[src/assert_macros.svh]
// Shared assertion macros for the RTL
`ifndef ASSERT_MACROS_SVH
`define ASSERT_MACROS_SVH

`ifndef SYNTHESIS

`define RGBLED_ASSERT(label, clk, rst_n, prop) \
  label: assert property (@(posedge clk) disable iff (!rst_n) prop) \
    else $error("rgbled assertion failed");

`define RGBLED_NEVER(label, clk, rst_n, expr) \
  label: assert property (@(posedge clk) disable iff (!rst_n) !(expr)) \
    else $error("rgbled forbidden condition seen");

`else

`define RGBLED_ASSERT(label, clk, rst_n, prop)

`define RGBLED_NEVER(label, clk, rst_n, expr)

`endif

`endif

[src/rgbled_pkg.sv]
package rgbled_pkg;

  localparam int PALETTE_SIZE = 8;

  localparam logic [7:0] CODE_ZERO    = 8'h60;
  localparam logic [7:0] CODE_ONE     = 8'h78;
  localparam logic [7:0] BRIGHT_RESET = 8'd32;
  localparam logic [4:0] LATCH_IDX    = 5'd24;

  typedef enum logic [1:0] {
    CMD_SET_WEIGHTS = 2'd0,
    CMD_PALETTE     = 2'd1,
    CMD_RAW         = 2'd2,
    CMD_REFRESH     = 2'd3
  } cmd_t;

  typedef enum logic [1:0] {
    CH_RED   = 2'd0,
    CH_GREEN = 2'd1,
    CH_BLUE  = 2'd2
  } chan_t;

  typedef enum logic [2:0] {
    ST_IDLE,
    ST_SUM,
    ST_START,
    ST_WAIT,
    ST_SEND,
    ST_DRAIN
  } state_t;

  typedef struct packed {
    logic [7:0] red;
    logic [7:0] green;
    logic [7:0] blue;
  } rgb_t;

  typedef struct packed {
    logic        start;
    logic [15:0] dividend;
    logic [9:0]  divisor;
  } div_req_t;

  typedef struct packed {
    logic       busy;
    logic       done;
    logic [7:0] quotient;
  } div_rsp_t;

  function automatic rgb_t palette_weights(input logic [3:0] idx);
    rgb_t w;
    w = '0;
    if (int'(idx) < PALETTE_SIZE && idx < 4'd8) begin
      case (idx[2:0])
        3'd1:    w = '{red: 8'hFF, green: 8'h00, blue: 8'h00};
        3'd2:    w = '{red: 8'h00, green: 8'hFF, blue: 8'h00};
        3'd3:    w = '{red: 8'h00, green: 8'h00, blue: 8'hFF};
        3'd4:    w = '{red: 8'hFF, green: 8'hFF, blue: 8'h00};
        3'd5:    w = '{red: 8'h00, green: 8'hFF, blue: 8'hFF};
        3'd6:    w = '{red: 8'hFF, green: 8'h00, blue: 8'hFF};
        3'd7:    w = '{red: 8'hFF, green: 8'hFF, blue: 8'hFF};
        default: w = '0;
      endcase
    end
    return w;
  endfunction

endpackage

[src/rgbled_div.sv]
module rgbled_div (
  input  logic                clk,
  input  logic                rst_n,
  input  rgbled_pkg::div_req_t req,
  output rgbled_pkg::div_rsp_t rsp
);
  import rgbled_pkg::*;

  logic [9:0]  rem_r, rem_nxt;
  logic [15:0] quo_r, quo_nxt;
  logic [9:0]  dvs_r, dvs_nxt;
  logic [3:0]  cnt_r, cnt_nxt;
  logic        busy_r, busy_nxt;
  logic        done_r, done_nxt;
  logic [10:0] trial;
  logic        fits;

  always_comb begin
    trial = {rem_r, quo_r[15]};
    fits  = trial >= {1'b0, dvs_r};
  end

  always_comb begin
    rem_nxt  = rem_r;
    quo_nxt  = quo_r;
    dvs_nxt  = dvs_r;
    cnt_nxt  = cnt_r;
    busy_nxt = busy_r;
    done_nxt = 1'b0;
    if (req.start) begin
      rem_nxt  = '0;
      quo_nxt  = req.dividend;
      dvs_nxt  = req.divisor;
      cnt_nxt  = '0;
      busy_nxt = 1'b1;
    end else if (busy_r) begin
      rem_nxt = fits ? 10'(trial - {1'b0, dvs_r}) : trial[9:0];
      quo_nxt = {quo_r[14:0], fits};
      cnt_nxt = cnt_r + 4'd1;
      if (cnt_r == 4'd15) begin
        busy_nxt = 1'b0;
        done_nxt = 1'b1;
      end
    end
  end

  always_ff @(posedge clk) begin
    if (!rst_n) begin
      busy_r <= 1'b0;
      done_r <= 1'b0;
      cnt_r  <= '0;
    end else begin
      busy_r <= busy_nxt;
      done_r <= done_nxt;
      cnt_r  <= cnt_nxt;
    end
  end

  always_ff @(posedge clk) begin
    rem_r <= rem_nxt;
    quo_r <= quo_nxt;
    dvs_r <= dvs_nxt;
  end

  assign rsp = '{busy: busy_r, done: done_r, quotient: quo_r[7:0]};

endmodule

[src/rgbled_enc.sv]
`include "assert_macros.svh"

module rgbled_enc (
  input  logic              clk,
  input  logic              rst_n,
  input  logic              start,
  input  rgbled_pkg::rgb_t  levels,
  output logic              busy,
  output logic              out_tvalid,
  input  logic              out_tready,
  output logic [31:0]       out_tdata,
  output logic              out_tuser,
  output logic              out_tlast
);
  import rgbled_pkg::*;

  logic       active_r, active_nxt;
  logic [4:0] idx_r, idx_nxt;
  rgb_t       lvl_r, lvl_nxt;
  logic [7:0] chan_level;
  logic [7:0] line_byte;
  logic       is_latch;

  always_comb begin
    case (idx_r[4:3])
      2'd0:    chan_level = lvl_r.green;
      2'd1:    chan_level = lvl_r.red;
      default: chan_level = lvl_r.blue;
    endcase
    is_latch  = idx_r == LATCH_IDX;
    line_byte = is_latch ? 8'h00 :
                (chan_level[3'd7 - idx_r[2:0]] ? CODE_ONE : CODE_ZERO);
  end

  always_comb begin
    active_nxt = active_r;
    idx_nxt    = idx_r;
    lvl_nxt    = lvl_r;
    if (start) begin
      active_nxt = 1'b1;
      idx_nxt    = '0;
      lvl_nxt    = levels;
    end else if (active_r && out_tready) begin
      if (is_latch) begin
        active_nxt = 1'b0;
      end else begin
        idx_nxt = idx_r + 5'd1;
      end
    end
  end

  always_ff @(posedge clk) begin
    if (!rst_n) begin
      active_r <= 1'b0;
      idx_r    <= '0;
    end else begin
      active_r <= active_nxt;
      idx_r    <= idx_nxt;
    end
  end

  always_ff @(posedge clk) begin
    lvl_r <= lvl_nxt;
  end

  assign busy       = active_r;
  assign out_tvalid = active_r;
  assign out_tdata  = {lvl_r.blue, lvl_r.green, lvl_r.red, line_byte};
  assign out_tuser  = is_latch;
  assign out_tlast  = is_latch;

  `RGBLED_ASSERT(a_idx_in_range, clk, rst_n, active_r |-> idx_r <= LATCH_IDX)
  `RGBLED_NEVER(a_start_while_active, clk, rst_n, start && active_r)

endmodule

[src/rgb_led_scaler_and_pulse_encoder_unit.sv]
// Scales an RGB weight request by the brightness register (a raw-level request is sent
// unscaled) and sends it as one frame of 25 output words: 24 line-code bytes (0x60 for a
// zero bit, 0x78 for a one bit) in G-R-B order, MSB first, then a latch word with tuser
// and tlast high. A weighted request goes through one shared 16-step restoring divider,
// which computes brightness*weight/sum for each channel in turn (all levels are zero when
// the weight sum is zero). The input is held until the frame, including any output stall,
// has been sent; in_tready is high only while idle.
`include "assert_macros.svh"

module rgb_led_scaler_and_pulse_encoder_unit (
  input  logic        clk,
  input  logic        rst_n,
  input  logic        cfg_we,
  input  logic [7:0]  cfg_wdata,   // brightness
  input  logic        in_tvalid,
  output logic        in_tready,
  input  logic [31:0] in_tdata,    // red, green, blue, color_index, zero pad
  input  logic [1:0]  in_tuser,    // command
  output logic        out_tvalid,
  input  logic        out_tready,
  output logic [31:0] out_tdata,   // line_byte, level_red, level_green, level_blue
  output logic        out_tuser,   // latch
  output logic        out_tlast
);
  import rgbled_pkg::*;

  state_t     state_r, state_nxt;
  logic [7:0] bright_r, bright_nxt;
  rgb_t       wgt_r, wgt_nxt;
  rgb_t       lvl_r, lvl_nxt;
  logic [9:0] sum_r, sum_nxt;
  chan_t      ch_r, ch_nxt;
  cmd_t       cmd;
  rgb_t       in_rgb;
  logic [7:0] wsel;
  div_req_t   div_req;
  div_rsp_t   div_rsp;
  logic       enc_start;
  logic       enc_busy;

  assign cmd    = cmd_t'(in_tuser);
  assign in_rgb = '{red: in_tdata[7:0], green: in_tdata[15:8], blue: in_tdata[23:16]};

  always_comb begin
    unique case (ch_r)
      CH_RED:   wsel = wgt_r.red;
      CH_GREEN: wsel = wgt_r.green;
      default:  wsel = wgt_r.blue;
    endcase
  end

  always_comb begin
    state_nxt = state_r;
    unique case (state_r)
      ST_IDLE:  if (in_tvalid) state_nxt = (cmd == CMD_RAW) ? ST_SEND : ST_SUM;
      ST_SUM:   state_nxt = ST_START;
      ST_START: state_nxt = (sum_r == '0) ? ST_SEND : ST_WAIT;
      ST_WAIT:  if (div_rsp.done) state_nxt = (ch_r == CH_BLUE) ? ST_SEND : ST_START;
      ST_SEND:  state_nxt = ST_DRAIN;
      ST_DRAIN: if (!enc_busy) state_nxt = ST_IDLE;
      default:  state_nxt = ST_IDLE;
    endcase
  end

  always_comb begin
    bright_nxt       = cfg_we ? cfg_wdata : bright_r;
    wgt_nxt          = wgt_r;
    lvl_nxt          = lvl_r;
    sum_nxt          = sum_r;
    ch_nxt           = ch_r;
    div_req.start    = 1'b0;
    div_req.dividend = 16'(bright_r) * 16'(wsel);
    div_req.divisor  = sum_r;
    in_tready        = 1'b0;
    enc_start        = 1'b0;
    unique case (state_r)
      ST_IDLE: begin
        in_tready = 1'b1;
        if (in_tvalid) begin
          unique case (cmd)
            CMD_SET_WEIGHTS: wgt_nxt = in_rgb;
            CMD_PALETTE:     wgt_nxt = palette_weights(in_tdata[27:24]);
            CMD_RAW:         lvl_nxt = in_rgb;
            default:         wgt_nxt = wgt_r;
          endcase
        end
      end
      ST_SUM: begin
        sum_nxt = 10'(wgt_r.red) + 10'(wgt_r.green) + 10'(wgt_r.blue);
        ch_nxt  = CH_RED;
      end
      ST_START: begin
        if (sum_r == '0) begin
          lvl_nxt = '0;
        end else begin
          div_req.start = 1'b1;
        end
      end
      ST_WAIT: begin
        if (div_rsp.done) begin
          unique case (ch_r)
            CH_RED:   lvl_nxt.red   = div_rsp.quotient;
            CH_GREEN: lvl_nxt.green = div_rsp.quotient;
            default:  lvl_nxt.blue  = div_rsp.quotient;
          endcase
          ch_nxt = chan_t'(ch_r + 2'd1);
        end
      end
      ST_SEND:  enc_start = 1'b1;
      default:  enc_start = 1'b0;
    endcase
  end

  always_ff @(posedge clk) begin
    if (!rst_n) begin
      state_r  <= ST_IDLE;
      bright_r <= BRIGHT_RESET;
      wgt_r    <= '0;
      ch_r     <= CH_RED;
    end else begin
      state_r  <= state_nxt;
      bright_r <= bright_nxt;
      wgt_r    <= wgt_nxt;
      ch_r     <= ch_nxt;
    end
  end

  always_ff @(posedge clk) begin
    lvl_r <= lvl_nxt;
    sum_r <= sum_nxt;
  end

  rgbled_div u_div (
    .clk   (clk),
    .rst_n (rst_n),
    .req   (div_req),
    .rsp   (div_rsp)
  );

  rgbled_enc u_enc (
    .clk        (clk),
    .rst_n      (rst_n),
    .start      (enc_start),
    .levels     (lvl_r),
    .busy       (enc_busy),
    .out_tvalid (out_tvalid),
    .out_tready (out_tready),
    .out_tdata  (out_tdata),
    .out_tuser  (out_tuser),
    .out_tlast  (out_tlast)
  );

  `RGBLED_NEVER(a_ready_while_sending, clk, rst_n, in_tready && (enc_busy || div_rsp.busy))
  `RGBLED_ASSERT(a_done_only_in_wait, clk, rst_n, div_rsp.done |-> state_r == ST_WAIT)
  `RGBLED_ASSERT(a_send_starts_frame, clk, rst_n, state_r == ST_SEND |=> enc_busy)

endmodule
[config.mk]
export PLATFORM = sky130hd
export DESIGN_NAME = rgb_led_scaler_and_pulse_encoder_unit
export DESIGN_NICKNAME = d
export VERILOG_FILES = /design/src/rgbled_pkg.sv /design/src/rgbled_div.sv /design/src/rgbled_enc.sv /design/src/rgb_led_scaler_and_pulse_encoder_unit.sv
export VERILOG_INCLUDE_DIRS = /design/src /design/src/src
export SDC_FILE = /design/constraint.sdc
export NUM_CORES = 1
export LEC_CHECK = 0
export ABC_AREA = 1
export BUFFER_PORTS_ARGS = -buffer_cell sky130_fd_sc_hd__buf_4
export CORE_MARGIN = 2
export CORE_UTILIZATION = 55
export CTS_BUF_LIST = sky130_fd_sc_hd__clkbuf_8
export CTS_CLUSTER_DIAMETER = 120
export CTS_CLUSTER_SIZE = 10
export DETAILED_ROUTE_END_ITERATION = 6
export PLACE_DENSITY = 0.78
export SKIP_LAST_GASP = 1
export SYNTH_ARGS = -nofsm -noshare
export SYNTH_HDL_FRONTEND = slang
export SYNTH_SLANG_ARGS = --single-unit
[constraint.sdc]
create_clock -name clk -period 5.4 [get_ports clk]
set_input_delay 0.27 -clock clk [delete_from_list [all_inputs] [get_ports clk]]
set_output_delay 0.27 -clock clk [all_outputs]
set_load 0.005 [all_outputs]
==> impl_results.md <==
* Most frequent cells in the layout: nand2_1, inv_1, nor2_1
* Number of synthesized flops with an enable pin at 84
* Io pins at 83
* Seq/Total Area, Yosys at 39.5%
* RSZ-0062 raised after global routing: true
* Maximum root-to-sink buffer count at 2
* Drt wl/cell at 15.2 µm
* IR Drop Worst-Case VDD at 0.253 mV
* CTS Buf Count at 17
* Commonest non-fill, non-tap cell in the layout: nand2_1
* H-tree levels at 4
* Pre-CTS worst setup slack at 0.0269 ns
* # setup viols final at 0
* CP max stage cell: fa_1
* Status: finished clean
* Worst Path Arrival at 5.36 ns
* PnR worst setup slack at 0.253 ns
* TritonCTS clock tree: built
* Antenna fix cells at 0
* Fmax at 0.194 GHz
* Slew Viols, Final at 0
* Final hold viol count at 0
* Fin util at 63.5%
* Clk slew on worst S/H paths at 0.09 ns
* CP Launch Point: ch_r[0]
* DP HPWL at 16.6 mm
* Worst-skew pair later-pin latency at 0.45 ns
* Crit path kind: reg -> reg
* Synthesized flop and latch total at 143
* Initial Utilization at 56.3%
* Antenna viol nets, final at 0
* CORE AREA at 0.0166 mm²
* Fin crit share at 95.3%
* PD cells at 403 mW/mm²
* Largest net degree at the start of global routing at 34
* Mapped Cells at 1,092
* Worst r2r src: ch_r[0]
* CTS sink count at 143
* Prevailing post-synth register cell: edfxtp_1
* Die height at 134 µm
* Layout Nets at 1,321
* # DRC at 0
* Max incr delay on CP at 0.53 ns
* Root buf cell: clkbuf_8
* Max_cap viols at 0
* Syn_area_per_cell at 8.58 µm²
* Routed WL at 21.4 mm
* Ys async rst share at 0%
* Crit path cell chain: inv_1 > ha_1 > nor2_4 > buf_4 > a21oi_4 > or2_2 > fa_1 > fa_1 > inv_1 > fa_1 > inv_1 > fa_1 > inv_1 > ha_1 > nand2_1 > nor2_1 > nand3_1 > nand3_1 > nand2_1 > nand3_1 > nand2_1
* GPL Wtd Cong at 0.914
* Total track usage at 24.5%
* Max_slew headroom at 13.4%
* Vias at 7,445
* Netlist Area Pre-Place at 0.00937 mm²
* Initial antenna violation count at 0
* Warnings from Yosys at 0
* Worst setup EP type: flop
* CTS Hold Bufs at 0
* Area Growth Syn to Fin at 12.9%
* Hold Path Class: in -> reg
* Vias/cell at 5.31
* First drt pass iteration count at 5
* Initial DRC Count at 509
* Row cnt at 47
* Data required, critical path at 5.61 ns
* Static Leakage at 0.00507 µW
* Synth unique cells at 45
* Die area at 0.0181 mm²
* CP startpoint kind: flop
* Die width at 134 µm
* Global route total overflow at 0
* Layout Skew at 0.0190 ns
* Period minus WS final at 5.15 ns
* Share of layout cells above drive strength 1 at 15.1%
* Vias in the first global route at 7,203
* CP Max Fanout at 8
* HP Start: cfg_we
* # port buffers at 74
* Worst slew pin tran at 1.29 ns
* First-pass GRT wire length at 34.8 mm
==> worst max-delay path, delay by kind of cell, from the launching register on <==
| family | cells | cell delay [ns] |
|---|---|---|
| and+or+nand+nor | 9 | 1.30 |
| adders and majority gates | 6 | 2.73 |
| buffers and inverters | 5 | 0.41 |
| DFF | 1 | 0.35 |
| AOI/OAI and AO/OA | 1 | 0.09 |
==> cell usage after synthesis (all sizes together), types with 9 or more instances <==
cell / number / share of area, %
nor2: 124 / 5.3
inv: 209 / 8.4
nand4: 11 / 0.90
xor2: 9 / 0.84
nand3: 49 / 2.8
xnor2: 10 / 0.94
o211ai: 22 / 1.8
buf: 21 / 1.6
ha: 59 / 7.9
nand2: 196 / 8.2
fa: 46 / 9.8
edfxtp: 84 / 27
o21ai: 81 / 4.4
dfxtp: 59 / 13
a21oi: 50 / 3.0
nor3: 12 / 0.64
==> state kept, by name, summed over array words and instances (netlist names) <==
| name | cells |
|---|---|
| u_enc.busy | 1 |
| u_div.busy_r | 1 |
| sum_r | 10 |
| ch_r | 2 |
| u_div.quo_r | 16 |
| bright_r | 8 |
| u_enc.idx_r | 5 |
| u_div.cnt_r | 4 |
| u_div.dvs_r | 10 |
| state_r | 3 |
| wgt_r | 24 |
| u_enc.out_tdata | 24 |
| lvl_r | 24 |
| u_div.rem_r | 10 |
| u_div.done_r | 1 |
==> where the power goes <==
group | total (µW) | switching [µW] | internal (µW)
Sequential | 1630 | 139 | 1490
Combinational | 1750 | 1120 | 630
Clock | 889 | 492 | 397
Total | 4260 | 1750 | 2510
==> cell type report <==
| type | count | area (µm²) |
|---|---|---|
| repair buffers | 84 | 631 |
| inverters | 211 | 795 |
| clock inverters | 15 | 190 |
| clock buffers | 17 | 234 |
| multi-input cells | 712 | 4750 |
| flip-flops and latches | 143 | 3700 |
| fillers | 1364 | 6070 |
| well taps | 220 | 275 |
==> metrics by stage <==
step	area, µm²	TNS (ns)	power [µW]	instances	hold WS [ns]
6_report	10600	0	4260	1402	0.0292
5_1_grt	10600	-0.0211	4580	1402	0.0201
4_1_cts	10500	0	4220	1399	0.0120
3_5_place_dp	10100	0	3330	1367	0.405
3_3_place_gp	10100	0	3270	1367	0.403
2_1_floorplan	9380	0	2870	1095	0.385
==> per-layer routing <==
metal	up-vias	global-route usage, %	share of wire [%]
met5	-	0	0
met2	240	41.2	48
met3	24	4.54	5.5
li1	3691	-	-
met1	3490	32.7	45
met4	0	6.61	1.7
==> cell families (layout without fill, tap and decap cells) <==
kind of cell / after synthesis / count (layout) / share of synthesized area, %
AO/OA/AOI/OAI: 176 / 176 / 11.5
AND/OR/NAND/NOR: 408 / 408 / 19.0
adder cells (fa/ha/maj): 105 / 105 / 17.7
flip-flops: 143 / 143 / 39.5
XOR/XNOR: 19 / 19 / 1.78
other: 1 / 4 / 0.0400
buffers and inverters: 240 / 327 / 10.4
==> final timing paths <==
kind	end	slack, ns	cells after the start
setup / recovery	u_div.quo_r[14]	0.25	21
hold / removal	bright_r[5]	0.03	2
setup reg to reg	u_div.quo_r[14]	0.25	21
hold reg to reg	u_enc.out_tdata[30]	0.42	0
==> repair_timing <==
item                                    4_1_cts  5_1_grt
gates resized for setup                       1        9
setup buffers                                 0        3
cloned                                        0        0
pin swaps                                     0        1
endpoints found under the setup margin        1        6
endpoints found under the hold margin         0        0
Note: power is estimated with default switching activity, not from simulation.
